===== config.mk =====
export PLATFORM = sky130hd
export DESIGN_NAME = npr_cell
export DESIGN_NICKNAME = d
export VERILOG_FILES = /design/src/npr_pkg.sv /design/src/npr_cell.sv
export SDC_FILE = /design/constraint.sdc
export NUM_CORES = 1
export LEC_CHECK = 0
export ABC_AREA = 1
export BUFFER_PORTS_ARGS = -buffer_cell sky130_fd_sc_hd__buf_2
export CAP_MARGIN = 20
export CORE_ASPECT_RATIO = 1.5
export CORE_MARGIN = 2
export CORE_UTILIZATION = 57
export CTS_CLUSTER_SIZE = 10
export DETAILED_ROUTE_END_ITERATION = 7
export PLACE_DENSITY = 0.84
export RECOVER_POWER = 50
export SLEW_MARGIN = 5
export SYNTH_ARGS = -nofsm -noshare
export SYNTH_HDL_FRONTEND = slang
export SYNTH_SLANG_ARGS = --single-unit

===== constraint.sdc =====
create_clock -name clock -period 7.55 [get_ports clock]
set_input_delay 0.755 -clock clock [delete_from_list [all_inputs] [get_ports clock]]
set_output_delay 0.755 -clock clock [all_outputs]
set_load 0.01 [all_outputs]

===== src/npr_pkg.sv =====
// ----------------------------------------------------------------------------
// npr_pkg
// Shared types and constants for the nearest position reference lookup.
// ----------------------------------------------------------------------------
`default_nettype none

package npr_pkg;

   localparam int MAX_ENTRIES = 64;
   localparam int CNT_W       = $clog2(MAX_ENTRIES + 1);
   localparam int REF_W       = 16;
   localparam int POS_W       = 16;
   localparam int DIST_W      = 17;
   localparam int CSR_IDX_W   = 1;
   localparam int CSR_DATA_W  = 17;

   // operation codes
   localparam logic FUNC_APPEND = 1'b0;
   localparam logic FUNC_QUERY  = 1'b1;

   // register indexes
   localparam logic [CSR_IDX_W-1:0] CSR_DISTANCE_CAP = 1'b0;
   localparam logic [CSR_IDX_W-1:0] CSR_DEFAULT_REF  = 1'b1;

   // register reset values
   localparam logic [DIST_W-1:0] CAP_RESET         = 17'd10000;
   localparam logic [REF_W-1:0]  DEFAULT_REF_RESET = 16'd1;

   typedef struct packed {
      logic             func;
      logic [REF_W-1:0] ref_value;
      logic [POS_W-1:0] position;
   } npr_req_type;

   typedef struct packed {
      logic [REF_W-1:0] nearest_ref;
      logic             matched;
      logic             table_full;
   } npr_rsp_type;

   // search token that walks the row of cells
   typedef struct packed {
      logic              active;
      logic [POS_W-1:0]  position;
      logic [DIST_W-1:0] best;
      logic [REF_W-1:0]  found;
      logic              hit;
   } npr_token_type;

   // entry write into one cell
   typedef struct packed {
      logic             en;
      logic [REF_W-1:0] ref_value;
      logic [POS_W-1:0] position;
   } npr_wr_type;

endpackage

`default_nettype wire


===== src/npr_cell.sv =====
// ----------------------------------------------------------------------------
// npr_cell
// One table entry plus one stage of the search token path. Compares its own
// position against the passing token and takes over the best match.
// ----------------------------------------------------------------------------
`default_nettype none

module npr_cell
   import npr_pkg::*;
(
   input  wire logic          clock,
   input  wire logic          reset,
   input  wire npr_wr_type    wr,
   input  wire logic          used,
   input  wire npr_token_type tok_in,
   output npr_token_type      tok_out
);

   logic [REF_W-1:0]  ref_ff;
   logic [POS_W-1:0]  pos_ff;
   logic [POS_W-1:0]  diff;
   logic [DIST_W-1:0] span;
   logic              closer;
   npr_token_type     tok_ff;
   npr_token_type     tok_in_next;

   always_ff @(posedge clock) begin
      if (wr.en) begin
         ref_ff <= wr.ref_value;
         pos_ff <= wr.position;
      end
   end

   assign diff   = (pos_ff >= tok_in.position) ? (pos_ff - tok_in.position)
                                                : (tok_in.position - pos_ff);
   assign span   = {1'b0, diff};
   assign closer = used && (span < tok_in.best);

   always_comb begin
      tok_in_next = tok_in;
      if (closer) begin
         tok_in_next.best  = span;
         tok_in_next.found = ref_ff;
         tok_in_next.hit   = 1'b1;
      end
   end

   always_ff @(posedge clock) begin
      if (reset) begin
         tok_ff.active <= 1'b0;
      end else begin
         tok_ff.active <= tok_in.active;
      end
      tok_ff.position <= tok_in_next.position;
      tok_ff.best     <= tok_in_next.best;
      tok_ff.found    <= tok_in_next.found;
      tok_ff.hit      <= tok_in_next.hit;
   end

   assign tok_out = tok_ff;

endmodule

`default_nettype wire


==> impl_metrics.yaml <==
worst_setup_path:
  critPathSlowestCell: "a21oi_2"
  cpPeakStageDelay_ns: 0.50
  start_kind: "primary input"
  cp_common_cell: "nand2_1"
  crit_fanout: 27
  crit_required_ns: 7.81
  worstSetupPathType: "primary input to flop"
  worstPathArrival_ns: 4.37
  critPathCaptureType: "flop"
  reg2reg_depth: 21
  cp_cell_sequence: "clkbuf_1, inv_1, ha_1, nand2_1, nand2_1, inv_1, nand2_2, nand2_2, nand3_2, a21oi_2, nand3_1, and2_1, ha_1, nand2_1, inv_1, nand3_1, nor2_1, nand4_1, nand4_1, buf_4, nand2_1, o21ai_0"
drt:
  drt_first_iter_violations: 231
  drc: 0
  drt-vias-per-instance: 4.95
  wl_per_cell_um: 13.1
  routed_wl_um: 12300
  ant_nets: 0
  vias: 4619
  drt_pass1_iterations: 5
power:
  power_density_nw_per_um2: 233
  ir_worst_vdd_v: 0.000178
  p_leak_nw: 3.38
sta:
  finalHoldViolCount: 0
  fin_crit_ns: 4.11
  fmax_mhz: 243
  relSlewSlack_pct: -20.3
  tightest_slew_ns: 1.80
  setup_viol: 0
  finalSetupTns_ns: 0
  rsz0062_at_grt: "false"
  timing.final.crit_share_pct: 54.4
  slew_violations: 33
  skew_ns: 0.00993
synthesis:
  ys_warn_count: 0
  syn_area_per_cell_um2: 7.38
  synth_top_family_by_area: "simple AND/OR/NAND/NOR gates"
  synth-seq-cells: 83
  synth_adder_area_share_pct: 12.2
  synthSimpleGateAreaFrac_pct: 30.7
  synth_compound_area_share_pct: 3.79
  seq_area_frac_synth_pct: 39.3
  synth_cells: 684
  netlist_area_um2: 5040
  synth_xor_area_share_pct: 2.43
  synth.distinct_cells: 33
  synthesis.nets: 819
  synthMuxAreaShare_pct: 0
cts:
  cts_resized: 0
  numCtsBuffers: 9
  cts_buffer_depth: 2
  cts.hold.buffers_added: 0
  insertion_delay_ns: 0.34
  clkTransAtPathRegs_ns: 0.07
  htreeDepth: 3
  cts-root-buf: "clkbuf_16"
  cts_setup_buffers: 0
  clock_sinks: 83
  cts_tree: "built"
placed_design:
  place_congestion: 0.968
  placedCellCount: 918
  numPortBuffers: 137
  dp_hpwl_um: 9860
global_routing:
  top_usage_layer: "met2"
  grt_usage_pct: 26.9
  grt_pass1_wl_um: 20000
  grt_max_degree: 33
  grt_pass1_vias: 4469
  use_met2_pct: 47.3
  antenna_found_initial: 0
  grt_util_met1_pct: 32.5
  use_met3_pct: 4.17
  grt-ovfl-total: 0
min_path:
  whs_path_depth: 2
  hold_class: "flop to flop"
floorplanning:
  io_pins: 138
  initial_core_util_pct: 57.8
  fp.dieArea_um2: 9630
  die_h_um: 119
  core_area_um2: 8720
  fp.dieW_um: 80.8
  fp-row-count: 42
cells_and_area:
  fill_cells: 783
  n_antenna_cell: 0
  syn_to_final_growth_pct: 19.6
  drive_gt1_share_pct: 19.3
  mostFrequentLayoutCells: "nand2_1, inv_1, buf_2"
  fin_cells: 934
  final_common_cell: "nand2_1"
  nNetsFinal: 954
run_status:
  violations: "capacitance limit, slew limit"
  status: "finished, violations left"
flow_run:
  cap_violations: 1
## state kept, by name, indices dropped and copies added, names as in the netlist
register	flops
tok_out	51
pos_ff	16
ref_ff	16
## through the flow
stage          power [mW]  instance area (um^2)  worst slack, ns  hold slack [ns]  utilization (%)
4_1_cts              1.42                  6060             3.51            0.439             69.4
5_1_grt              1.50                  6030             3.06            0.461             69.2
3_3_place_gp        0.983                  5760             2.87            0.416             66.1
3_5_place_dp         1.00                  5780             3.15            0.425             66.2
6_report             1.41                  6030             3.44            0.435             69.2
2_1_floorplan       0.860                  5040             4.04            0.412                -
## final cells by class
class / instances / area [um^2] / area share, %
multi-input cells: 461 / 2480 / 41.1
flip-flops and latches: 83 / 1980 / 32.8
repair buffers: 139 / 684 / 11.3
inverters: 125 / 469 / 7.78
clock buffers: 10 / 229 / 3.80
well taps: 110 / 138 / 2.28
clock inverters: 6 / 50.0 / 0.830
## cell usage after synthesis
| master | number | area (um^2) |
|---|---|---|
| xnor2_1 | 9 | 78.8 |
| nor3_4 | 1 | 16.3 |
| nand3_2 | 3 | 30.0 |
| buf_8 | 1 | 15.0 |
| o21ai_1 | 5 | 25.0 |
| dfxtp_1 | 51 | 1020 |
| o21ai_0 | 2 | 10.0 |
| o21ai_2 | 3 | 26.3 |
| nor3_1 | 1 | 5.00 |
| o21a_1 | 1 | 7.51 |
| nor2_2 | 1 | 6.26 |
| inv_1 | 121 | 454 |
| buf_4 | 2 | 15.0 |
| nand2_4 | 1 | 11.3 |
| xor2_1 | 5 | 43.8 |
| nand2_2 | 6 | 37.5 |
| or2_1 | 1 | 6.26 |
| nor2_1 | 21 | 78.8 |
| or2_2 | 1 | 6.26 |
| ha_1 | 46 | 576 |
| fa_1 | 2 | 40.0 |
| buf_2 | 8 | 40.0 |
| buf_6 | 4 | 45.0 |
| nand2_8 | 1 | 20.0 |
| and2_1 | 10 | 62.6 |
| inv_2 | 4 | 15.0 |
| nand3b_1 | 1 | 7.51 |
| nand3_1 | 41 | 205 |
| edfxtp_1 | 32 | 961 |
| a21oi_2 | 2 | 17.5 |
| nand4_1 | 8 | 50.1 |
| a21oi_1 | 21 | 105 |
| nand2_1 | 268 | 1010 |
## worst max-delay path, delay by kind of cell
kind	cells	cell delay, ns
buffers and inverters	5	0.72
adders and majority gates	2	0.68
AOI/OAI and AO/OA	2	0.59
and+or+nand+nor	13	1.59
## routing by layer
layer | up-vias | part of all wire (%)
met1 | 2076 | 40
met2 | 161 | 52
met3 | 20 | 5.5
met5 | - | 0
li1 | 2362 | -
met4 | 0 | 2.1
## power by group
group          internal, mW  switching (mW)
clock network         0.226           0.189
logic                 0.171           0.284
registers             0.524          0.0153
total                 0.921           0.488
## worst paths after layout
path	startpoint	end	slack, ns
setup / recovery	tok_in[37]	tok_out[17]	3.44
hold / removal	ref_ff[10]	tok_out[11]	0.44
setup reg to reg	pos_ff[0]	tok_out[17]	3.66
hold reg to reg	ref_ff[10]	tok_out[11]	0.44
## cells by family after synthesis
group / after synthesis
xor gates and xnor gates: 14
buffers and inverters: 140
AOI/OAI and AO/OA: 34
adders and majority gates: 48
and+or+nand+nor: 365
DFF: 83
Power figures use the tool's default switching activity.
